## config.mk

```make
export PLATFORM = sky130hd
export DESIGN_NAME = uart_receiver_with_fifo
export DESIGN_NICKNAME = d
export VERILOG_FILES = /design/src/design/urxf_pkg.sv /design/src/design/urxf_ram.sv /design/src/design/urxf_front.sv /design/src/design/urxf_queue.sv /design/src/design/urxf_back.sv /design/src/design/uart_receiver_with_fifo.sv
export SDC_FILE = /design/constraint.sdc
export NUM_CORES = 1
export LEC_CHECK = 0
export BUFFER_PORTS_ARGS = -buffer_cell sky130_fd_sc_hd__clkbuf_2
export CAP_MARGIN = 20
export CELL_PAD_IN_SITES_DETAIL_PLACEMENT = 0
export CELL_PAD_IN_SITES_GLOBAL_PLACEMENT = 1
export CORE_UTILIZATION = 50
export CTS_BUF_LIST = sky130_fd_sc_hd__clkbuf_8
export DETAILED_ROUTE_END_ITERATION = 12
export GPL_ROUTABILITY_DRIVEN = 0
export HOLD_SLACK_MARGIN = 0.08
export PLACE_DENSITY = 0.84
export SYNTH_ARGS = -nofsm -noshare
export SYNTH_HDL_FRONTEND = slang
export SYNTH_SLANG_ARGS = --single-unit
```

## constraint.sdc

```tcl
create_clock -name clk -period 5.1 [get_ports clk]
set_input_delay 0.765 -clock clk [delete_from_list [all_inputs] [get_ports clk]]
set_output_delay 0.765 -clock clk [all_outputs]
set_load 0.02 [all_outputs]
```

## src/design/urxf_pkg.sv

```systemverilog
// Shared types, codes and constants for the serial receiver with byte FIFO.
package urxf_pkg;

  localparam int FIFO_DEPTH_DEF = 64;
  localparam int CFG_W          = 16;
  localparam int CFG_IDX_W      = 2;
  localparam int FILL_W         = 6;
  localparam int WIDE_FILL_W    = 9;
  localparam logic [FILL_W-1:0] FILL_MAX = '1;

  // input item kinds
  typedef enum logic [2:0] {
    KIND_TICK   = 3'd0,
    KIND_READ   = 3'd1,
    KIND_PEEK   = 3'd2,
    KIND_FLUSH  = 3'd3,
    KIND_LISTEN = 3'd4
  } kind_t;

  // configuration register indexes
  typedef enum logic [CFG_IDX_W-1:0] {
    CFG_CENTER = 2'd0,
    CFG_BIT    = 2'd1,
    CFG_STOP   = 2'd2,
    CFG_INVERT = 2'd3
  } cfg_reg_t;

  typedef enum logic [1:0] {
    PH_IDLE   = 2'd0,
    PH_CENTER = 2'd1,
    PH_BITS   = 2'd2,
    PH_STOP   = 2'd3
  } rx_phase_t;

  // operations handed from the receiver front to the FIFO back
  typedef enum logic [2:0] {
    OP_NOP    = 3'd0,
    OP_PUSH   = 3'd1,
    OP_READ   = 3'd2,
    OP_PEEK   = 3'd3,
    OP_FLUSH  = 3'd4,
    OP_LISTEN = 3'd5
  } cmd_op_t;

  typedef struct packed {
    cmd_op_t    op;
    logic [7:0] data;
    logic       busy;
  } cmd_t;

  // a zero delay still lasts one tick
  function automatic logic [CFG_W-1:0] ticks_min1(input logic [CFG_W-1:0] v);
    ticks_min1 = (v == '0) ? {{(CFG_W-1){1'b0}}, 1'b1} : v;
  endfunction

endpackage

```

## src/design/urxf_ram.sv

```systemverilog
// Generic single-write, single-read RAM with registered read data.
module urxf_ram #(
  parameter int WIDTH = 8,
  parameter int DEPTH = 64
) (
  input  logic                     clk,
  input  logic                     we,
  input  logic [$clog2(DEPTH)-1:0] waddr,
  input  logic [WIDTH-1:0]         wdata,
  input  logic                     re,
  input  logic [$clog2(DEPTH)-1:0] raddr,
  output logic [WIDTH-1:0]         rdata
);

  logic [WIDTH-1:0] mem [DEPTH];

  always_ff @(posedge clk) begin
    if (we) begin
      mem[waddr] <= wdata;
    end
    if (re) begin
      rdata <= mem[raddr];
    end
  end

endmodule

```

## src/design/urxf_front.sv

```systemverilog
// Receiver front: config registers, line sampling state machine, item decode.
module urxf_front (
  input  logic                          clk,
  input  logic                          rst,
  input  logic                          take,
  input  logic [2:0]                    kind,
  input  logic                          rx_level,
  input  logic                          cfg_we,
  input  logic [urxf_pkg::CFG_IDX_W-1:0] cfg_index,
  input  logic [urxf_pkg::CFG_W-1:0]    cfg_data,
  output urxf_pkg::cmd_t                cmd
);
  import urxf_pkg::*;

  logic [CFG_W-1:0] center_ticks;
  logic [CFG_W-1:0] bit_ticks;
  logic [CFG_W-1:0] stop_ticks;
  logic             inverted;

  rx_phase_t        phase, phase_next;
  logic [CFG_W-1:0] wait_count, wait_count_next;
  logic [2:0]       bit_index, bit_index_next;
  logic [7:0]       shift_byte, shift_byte_next;
  logic             prev_at_start, prev_at_start_next;

  logic             at_start;
  logic             expire;
  logic             is_tick;
  logic [CFG_W-1:0] wait_dec;

  always_ff @(posedge clk) begin
    if (rst) begin
      center_ticks <= '0;
      bit_ticks    <= '0;
      stop_ticks   <= '0;
      inverted     <= 1'b0;
    end else if (cfg_we) begin
      unique case (cfg_index)
        CFG_CENTER: center_ticks <= cfg_data;
        CFG_BIT:    bit_ticks    <= cfg_data;
        CFG_STOP:   stop_ticks   <= cfg_data;
        CFG_INVERT: inverted     <= cfg_data[0];
      endcase
    end
  end

  always_ff @(posedge clk) begin
    if (rst) begin
      phase         <= PH_IDLE;
      wait_count    <= '0;
      bit_index     <= '0;
      shift_byte    <= '0;
      prev_at_start <= 1'b0;
    end else if (take) begin
      phase         <= phase_next;
      wait_count    <= wait_count_next;
      bit_index     <= bit_index_next;
      shift_byte    <= shift_byte_next;
      prev_at_start <= prev_at_start_next;
    end
  end

  assign at_start = (rx_level == inverted);
  assign wait_dec = wait_count - {{(CFG_W-1){1'b0}}, 1'b1};
  assign expire   = (wait_dec == '0);
  assign is_tick  = (kind == KIND_TICK);

  always_comb begin
    phase_next         = phase;
    wait_count_next    = wait_count;
    bit_index_next     = bit_index;
    shift_byte_next    = shift_byte;
    prev_at_start_next = prev_at_start;
    cmd.op             = OP_NOP;
    cmd.data           = inverted ? ~shift_byte : shift_byte;

    unique case (kind)
      KIND_READ:   cmd.op = OP_READ;
      KIND_PEEK:   cmd.op = OP_PEEK;
      KIND_FLUSH:  cmd.op = OP_FLUSH;
      KIND_LISTEN: cmd.op = OP_LISTEN;
      default:     cmd.op = OP_NOP;
    endcase

    if (is_tick) begin
      prev_at_start_next = at_start;
      unique case (phase)
        PH_IDLE: begin
          if (at_start && !prev_at_start) begin
            phase_next      = PH_CENTER;
            wait_count_next = ticks_min1(center_ticks);
            bit_index_next  = '0;
            shift_byte_next = '0;
          end
        end
        PH_CENTER: begin
          wait_count_next = wait_dec;
          if (expire) begin
            phase_next      = PH_BITS;
            wait_count_next = ticks_min1(bit_ticks);
          end
        end
        PH_BITS: begin
          wait_count_next = wait_dec;
          if (expire) begin
            shift_byte_next[bit_index] = shift_byte[bit_index] | rx_level;
            if (bit_index == 3'd7) begin
              bit_index_next  = '0;
              phase_next      = PH_STOP;
              wait_count_next = ticks_min1(stop_ticks);
            end else begin
              bit_index_next  = bit_index + 3'd1;
              wait_count_next = ticks_min1(bit_ticks);
            end
          end
        end
        PH_STOP: begin
          wait_count_next = wait_dec;
          if (expire) begin
            // stop bit is not checked; byte goes to the FIFO
            phase_next = PH_IDLE;
            cmd.op     = OP_PUSH;
          end
        end
      endcase
    end

    cmd.busy = (phase_next != PH_IDLE);
  end

endmodule

```

## src/design/urxf_queue.sv

```systemverilog
// Two-entry command queue between the receiver front and the FIFO back.
module urxf_queue (
  input  logic           clk,
  input  logic           rst,
  input  logic           push,
  input  urxf_pkg::cmd_t push_entry,
  output logic           full,
  input  logic           pop,
  output logic           head_valid,
  output urxf_pkg::cmd_t head_entry
);
  import urxf_pkg::*;

  cmd_t       slots [2];
  logic       wr_ptr;
  logic       rd_ptr;
  logic [1:0] count;

  always_ff @(posedge clk) begin
    if (push) begin
      slots[wr_ptr] <= push_entry;
    end
  end

  always_ff @(posedge clk) begin
    if (rst) begin
      wr_ptr <= 1'b0;
      rd_ptr <= 1'b0;
      count  <= '0;
    end else begin
      if (push) begin
        wr_ptr <= ~wr_ptr;
      end
      if (pop) begin
        rd_ptr <= ~rd_ptr;
      end
      count <= count + {1'b0, push} - {1'b0, pop};
    end
  end

  assign full       = (count == 2'd2);
  assign head_valid = (count != 2'd0);
  assign head_entry = slots[rd_ptr];

`ifndef ASSERT_OFF
  a_no_overfill: assert property (@(posedge clk) disable iff (rst)
    full |-> !push) else $error("queue written while full");
  a_no_underrun: assert property (@(posedge clk) disable iff (rst)
    !head_valid |-> !pop) else $error("queue popped while empty");
  a_count_track: assert property (@(posedge clk) disable iff (rst)
    push && !pop && !full |=> head_valid) else $error("queue lost an entry");
`endif

endmodule

```

## src/design/urxf_back.sv

```systemverilog
// FIFO back: ring pointers, byte store, flags and the result register.
module urxf_back #(
  parameter int FIFO_DEPTH = urxf_pkg::FIFO_DEPTH_DEF
) (
  input  logic                       clk,
  input  logic                       rst,
  input  logic                       cmd_valid,
  input  urxf_pkg::cmd_t             cmd,
  output logic                       cmd_pop,
  output logic                       out_valid,
  input  logic                       out_ready,
  output logic                       byte_valid,
  output logic [7:0]                 byte_out,
  output logic [urxf_pkg::FILL_W-1:0] fill_count,
  output logic                       overrun,
  output logic                       is_listening,
  output logic                       frame_busy
);
  import urxf_pkg::*;

  localparam int PTR_W = $clog2(FIFO_DEPTH);
  localparam logic [PTR_W-1:0] PTR_LAST = PTR_W'(FIFO_DEPTH - 1);

  logic [PTR_W-1:0] head, head_next;
  logic [PTR_W-1:0] tail, tail_next;
  logic             overflow, overflow_next;
  logic             listen, listen_next;

  logic             fire;
  logic             nonempty;
  logic             full;
  logic             hit;
  logic             ram_we;
  logic             ram_re;
  logic [7:0]       ram_q;
  logic [PTR_W-1:0] head_inc;
  logic [PTR_W-1:0] tail_inc;
  logic [WIDE_FILL_W-1:0] fill_wide;
  logic [FILL_W-1:0]      fill_sat;

  assign fire     = cmd_valid && (!out_valid || out_ready);
  assign cmd_pop  = fire;
  assign head_inc = (head == PTR_LAST) ? '0 : head + 1'b1;
  assign tail_inc = (tail == PTR_LAST) ? '0 : tail + 1'b1;
  assign nonempty = (head != tail);
  assign full     = (tail_inc == head);
  assign hit      = listen && nonempty;

  always_comb begin
    head_next     = head;
    tail_next     = tail;
    overflow_next = overflow;
    listen_next   = listen;
    ram_we        = 1'b0;
    ram_re        = 1'b0;
    unique case (cmd.op) inside
      OP_PUSH: begin
        if (full) begin
          overflow_next = 1'b1;
        end else begin
          ram_we    = fire;
          tail_next = tail_inc;
        end
      end
      OP_READ, OP_PEEK: begin
        ram_re = fire && hit;
        if (hit && cmd.op == OP_READ) begin
          head_next = head_inc;
        end
      end
      OP_FLUSH: begin
        if (listen) begin
          head_next = '0;
          tail_next = '0;
        end
      end
      OP_LISTEN: begin
        overflow_next = 1'b0;
        head_next     = '0;
        tail_next     = '0;
        listen_next   = 1'b1;
      end
      default: ;
    endcase
  end

  // occupancy after this operation, saturated to the field width
  assign fill_wide = WIDE_FILL_W'(tail_next)
                   + ((tail_next < head_next) ? WIDE_FILL_W'(FIFO_DEPTH) : '0)
                   - WIDE_FILL_W'(head_next);
  assign fill_sat  = (fill_wide > WIDE_FILL_W'(FILL_MAX)) ? FILL_MAX
                                                          : fill_wide[FILL_W-1:0];

  always_ff @(posedge clk) begin
    if (rst) begin
      head      <= '0;
      tail      <= '0;
      overflow  <= 1'b0;
      listen    <= 1'b0;
      out_valid <= 1'b0;
    end else begin
      if (fire) begin
        head     <= head_next;
        tail     <= tail_next;
        overflow <= overflow_next;
        listen   <= listen_next;
      end
      if (fire) begin
        out_valid <= 1'b1;
      end else if (out_ready) begin
        out_valid <= 1'b0;
      end
    end
  end

  always_ff @(posedge clk) begin
    if (fire) begin
      byte_valid   <= ram_re;
      fill_count   <= listen_next ? fill_sat : '0;
      overrun      <= overflow_next;
      is_listening <= listen_next;
      frame_busy   <= cmd.busy;
    end
  end

  // read data holds in the RAM output register until the next read
  assign byte_out = byte_valid ? ram_q : 8'd0;

  urxf_ram #(
    .WIDTH (8),
    .DEPTH (FIFO_DEPTH)
  ) u_store (
    .clk   (clk),
    .we    (ram_we),
    .waddr (tail),
    .wdata (cmd.data),
    .re    (ram_re),
    .raddr (head),
    .rdata (ram_q)
  );

`ifndef ASSERT_OFF
  a_read_nonempty: assert property (@(posedge clk) disable iff (rst)
    ram_re |-> (listen && nonempty)) else $error("read of an empty FIFO");
  a_no_rw_clash: assert property (@(posedge clk) disable iff (rst)
    ram_we |-> !ram_re) else $error("store written and read by one operation");
  a_ptr_range: assert property (@(posedge clk) disable iff (rst)
    (head <= PTR_LAST) && (tail <= PTR_LAST)) else $error("pointer out of range");
  a_overflow_cause: assert property (@(posedge clk) disable iff (rst)
    $rose(overflow) |-> $past(fire && cmd.op == OP_PUSH))
    else $error("overflow set without a push");
  a_byte_needs_listen: assert property (@(posedge clk) disable iff (rst)
    (out_valid && byte_valid) |-> is_listening) else $error("byte returned while deaf");
`endif

endmodule

```

## src/design/uart_receiver_with_fifo.sv

```systemverilog
// Top level: 8N1 serial receiver with ring byte FIFO.
//
//   port group    direction  handshake           payload
//   in            sink       in_valid/in_ready   kind, rx_level
//   out           source     out_valid/out_ready byte_valid, byte_out, fill_count,
//                                                overrun, is_listening, frame_busy
//   cfg           sink       cfg_we              cfg_index, cfg_data
//
// One item per cycle sustained while out_ready holds. Each command passes the two-entry
// command queue, then the result register; these two let either side stall alone.
// The front runs the line state machine in the transfer cycle, the back does one FIFO
// operation per cycle unless stalled, through a single-port-write, registered-read byte
// store. Reset clears pointers, flags and receiver state; the store is not cleared.
module uart_receiver_with_fifo #(
  parameter int FIFO_DEPTH = urxf_pkg::FIFO_DEPTH_DEF
) (
  input  logic                           clk,
  input  logic                           rst,
  input  logic                           in_valid,
  output logic                           in_ready,
  input  logic [2:0]                     kind,
  input  logic                           rx_level,
  output logic                           out_valid,
  input  logic                           out_ready,
  output logic                           byte_valid,
  output logic [7:0]                     byte_out,
  output logic [urxf_pkg::FILL_W-1:0]    fill_count,
  output logic                           overrun,
  output logic                           is_listening,
  output logic                           frame_busy,
  input  logic                           cfg_we,
  input  logic [urxf_pkg::CFG_IDX_W-1:0] cfg_index,
  input  logic [urxf_pkg::CFG_W-1:0]     cfg_data
);
  import urxf_pkg::*;

  logic take;
  logic q_full;
  logic q_valid;
  logic q_pop;
  cmd_t front_cmd;
  cmd_t q_cmd;

  assign in_ready = !q_full;
  assign take     = in_valid && in_ready;

  urxf_front u_front (
    .clk       (clk),
    .rst       (rst),
    .take      (take),
    .kind      (kind),
    .rx_level  (rx_level),
    .cfg_we    (cfg_we),
    .cfg_index (cfg_index),
    .cfg_data  (cfg_data),
    .cmd       (front_cmd)
  );

  urxf_queue u_queue (
    .clk        (clk),
    .rst        (rst),
    .push       (take),
    .push_entry (front_cmd),
    .full       (q_full),
    .pop        (q_pop),
    .head_valid (q_valid),
    .head_entry (q_cmd)
  );

  urxf_back #(
    .FIFO_DEPTH (FIFO_DEPTH)
  ) u_back (
    .clk          (clk),
    .rst          (rst),
    .cmd_valid    (q_valid),
    .cmd          (q_cmd),
    .cmd_pop      (q_pop),
    .out_valid    (out_valid),
    .out_ready    (out_ready),
    .byte_valid   (byte_valid),
    .byte_out     (byte_out),
    .fill_count   (fill_count),
    .overrun      (overrun),
    .is_listening (is_listening),
    .frame_busy   (frame_busy)
  );

endmodule

```

==> flow_metrics.env <==
export IMPL_postRouteAntennaNets=0
export IMPL_min_path_type="primary input to flop"
export IMPL_finalClockSkew_ns=0.0438
export IMPL_post_route_util_pct=56.2
export IMPL_grt_max_degree=93
export IMPL_clk_latency_ns=0.71
export IMPL_criticalPathCategory="flop to flop"
export IMPL_yosys_area_top_type_share_pct=59.5
export IMPL_syn_avg_cell_area_um2=13.8
export IMPL_grt_remaining_overflow=0
export IMPL_viasPerCell=6.07
export IMPL_synth_area_um2=27900
export IMPL_tightest_slew_ns=1.01
export IMPL_dp_cells=2741
export IMPL_ys_flop_type="edfxtp_1"
export IMPL_ctsHoldBuffers=0
export IMPL_synth_top_family_by_area="multiplexers"
export IMPL_drc=0
export IMPL_die_h_um=238
export IMPL_synth_fa_ha_area_share_pct=0.699
export IMPL_synth_xor_area_share_pct=1.16
export IMPL_yosysWarnings=0
export IMPL_worstPathMaxFanout=15
export IMPL_synth_compound_area_share_pct=8.94
export IMPL_required_ns=5.65
export IMPL_setup_tns_ns=0
export IMPL_die_area_um2=56800
export IMPL_grt_pass1_wl_um=103000
export IMPL_synth_seq_cells=653
export IMPL_cts_tree="done"
export IMPL_rows=86
export IMPL_synth_simple_area_share_pct=9.35
export IMPL_drive_above_1_share_pct=17.3
export IMPL_syn2layout_area_growth_pct=11.1
export IMPL_final_cells=2935
export IMPL_slew_viol_final=0
export IMPL_avgRoutedWirePerCell_um=22.9
export IMPL_fill_cells=4347
export IMPL_ir_drop_uv=255
export IMPL_synth_edf_count=554
export IMPL_root_buffer="clkbuf_8"
export IMPL_setup_viol=0
export IMPL_synth_mux_area_share_pct=10.8
export IMPL_first_global_vias=17577
export IMPL_hpwl_um=42200
export IMPL_port_buffers=46
export IMPL_grt_setup_unrepaired="no"
export IMPL_min_period_over_period_pct=91.8
export IMPL_dr_pass1_iters=6
export IMPL_syn_nets=2073
export IMPL_p_leak_nw=9.76
export IMPL_core_area_um2=55200
export IMPL_clockBufferDepth=3
export IMPL_vias=17819
export IMPL_maxCapViolCount=0
export IMPL_synth_cell_types=78
export IMPL_drt_iter0_drc=1709
export IMPL_outcome="finished clean"
export IMPL_synth_top_cell_by_area="edfxtp_1"
export IMPL_cp_arrival_ns=5.23
export IMPL_async_reset_ff_share_pct=0
export IMPL_final_nets=2153
export IMPL_power_density_nw_per_um2=401
export IMPL_netlist_instances=2031
export IMPL_seq_area_frac_synth_pct=66.6
export IMPL_num_io_pins=47
export IMPL_cts_resized_gates=0
export IMPL_clock_sinks=653
export IMPL_cts_inserted_buffers=100
export IMPL_timing_fmax_ghz=0.214
export IMPL_period_needed_ns=4.68
export IMPL_cts_clk_slew_worst_paths_ns=0.06
export IMPL_relSlewSlack_pct=32.2
export IMPL_cts_setup_buffers=0
export IMPL_initial_core_util_pct=50.6
export IMPL_h_tree_depth=3
export IMPL_yosys_top_cells_area="edfxtp_1 60%, dfxtp_1 7.1%, mux4_2 5.2%"
export IMPL_grtUsageTotal_pct=23.9
export IMPL_final_hold_violation_count=0
export IMPL_die_w_um=238
export IMPL_p_total_mw=12.4
export IMPL_end_kind="flop"
export IMPL_antenna_found_initial=2
export IMPL_totalWireLength_um=67100
export IMPL_crit_path_start_kind="flop"
==> path summary, 6_finish.rpt <==
path              depth (start not counted)       startpoint  slack, ns               endpoint
setup reg to reg                         17   u_back.tail[1]       0.42   u_back.fill_count[1]
hold reg to reg                           1  u_back.overflow       0.47        u_back.overflow
hold / removal                            3      cfg_data[1]       0.34  u_front.stop_ticks[1]
setup / recovery                         17   u_back.tail[1]       0.42   u_back.fill_count[1]
==> report_power, final <==
group | internal (mW) | switching, mW
registers | 6.40 | 0.0928
clock network | 2.16 | 1.99
logic | 0.496 | 1.31
total | 9.05 | 3.39
==> critical path: stages, from the launching register on <==
cell       delay [ns]
dfxtp_1          0.62
ha_1             0.42
inv_1            0.12
nor4_1           0.33
a31o_2           0.17
o2111ai_1        0.20
or2_2            0.38
o21ai_0          0.24
buf_4            0.19
a22o_1           0.13
ha_1             0.22
nor2b_1          0.12
o21ai_0          0.17
nand2b_1         0.11
a21o_1           0.18
a21o_1           0.19
or4_1            0.57
a21oi_1          0.18
==> registers in the layout, summed over array words and instances (netlist names), 2 cells and up, named ones only <==
name	cells
u_front.phase	2
u_back.u_store.mem	512
u_back.head	6
u_back.u_store.rdata	8
u_queue.count	2
u_back.fill_count	6
u_front.bit_ticks	16
u_front.bit_index	3
u_front.wait_count	16
u_front.center_ticks	16
u_queue.slots	24
u_front.stop_ticks	16
u_front.shift_byte	8
u_back.tail	6
==> synthesized netlist by cell type, types with 8 or more instances <==
library cell and count:
edfxtp_1 554, nand2_1 186, a21oi_1 143, nor2_1 124, mux2i_1 117, clkbuf_1 105, dfxtp_1 99, nor3_1 74
o21ai_0 68, mux4_2 64, nor4_1 44, mux2_2 37, o221ai_1 31, o22ai_1 28, buf_1 27, inv_1 24
nand3_1 20, xnor2_1 20, a211oi_1 19, xor2_1 17, and2_1 14, ha_1 14, nand2b_1 12, o2111ai_1 12
and3_1 11, o31ai_1 10, or3_1 10, a31oi_1 9, nand3b_1 9, buf_2 8
==> through the flow <==
step / hold slack (ns) / setup slack [ns] / area (um2)
floorplan: 0.436 / 1.00 / 27900
global placement: 0.452 / 0.703 / 29000
detailed placement: 0.460 / 0.502 / 29000
CTS: 0.296 / 0.471 / 30900
global route: 0.301 / 0.0647 / 31000
finish: 0.336 / 0.418 / 31000
==> placed cells by master, fill, tap and decap left out, drive strengths merged, types with 6 or more instances in the layout <==
cell type / synthesis / final
o221ai: 31 / 31
xnor2: 20 / 20
mux4: 64 / 64
nor4: 45 / 45
a211oi: 19 / 19
o211ai: 6 / 6
a21o: 6 / 6
or3: 10 / 10
nand2: 186 / 186
a21oi: 143 / 143
mux2: 37 / 37
a22o: 7 / 7
nand3: 21 / 21
nor3: 75 / 75
buf: 38 / 67
nand3b: 9 / 9
inv: 24 / 56
o2111ai: 12 / 12
nand4: 7 / 7
and2: 14 / 14
dfxtp: 99 / 99
clkinv: 0 / 32
o31ai: 10 / 10
ha: 14 / 14
mux2i: 117 / 117
xor2: 17 / 17
clkbuf: 106 / 163
o22ai: 28 / 28
o21ai: 74 / 74
edfxtp: 554 / 554
and3: 11 / 11
a31oi: 9 / 9
nor2: 125 / 125
o311ai: 8 / 8
nand2b: 12 / 12
==> routing by layer <==
metal	share of wire, %	wire length [um]	vias to the layer above	GRT usage, %
met2	47	31800	791	38.1
met1	42	28100	8844	32.7
met4	3.3	2220	0	8.95
met3	7.4	4950	157	4.42
li1	-	-	8027	-
met5	0	0	-	0
==> cells by family (layout without fill, tap and decap cells) <==
logic type                 count (synthesis)  count (layout)
and+or+nand+nor                          547             547
muxes                                    218             218
adders and majority gates                 15              15
other                                      0               2
DFF                                      653             653
AOI/OAI and AO/OA                        393             393
xor gates and xnor gates                  37              37
buffers and inverters                    168             322
==> cell type report <==
class | count | area, um2 | share of cell area [%]
Multi-Input combinational cell | 1210 | 8660 | 27.9
Inverter | 24 | 90.1 | 0.290
Sequential cell | 653 | 18600 | 60.0
Clock buffer | 108 | 1490 | 4.79
Timing Repair Buffer | 122 | 811 | 2.61
Antenna cell | 2 | 5.00 | 0.0161
Clock inverter | 68 | 420 | 1.35
Tap cell | 748 | 936 | 3.02
Note: power is estimated with default switching activity, not from simulation.
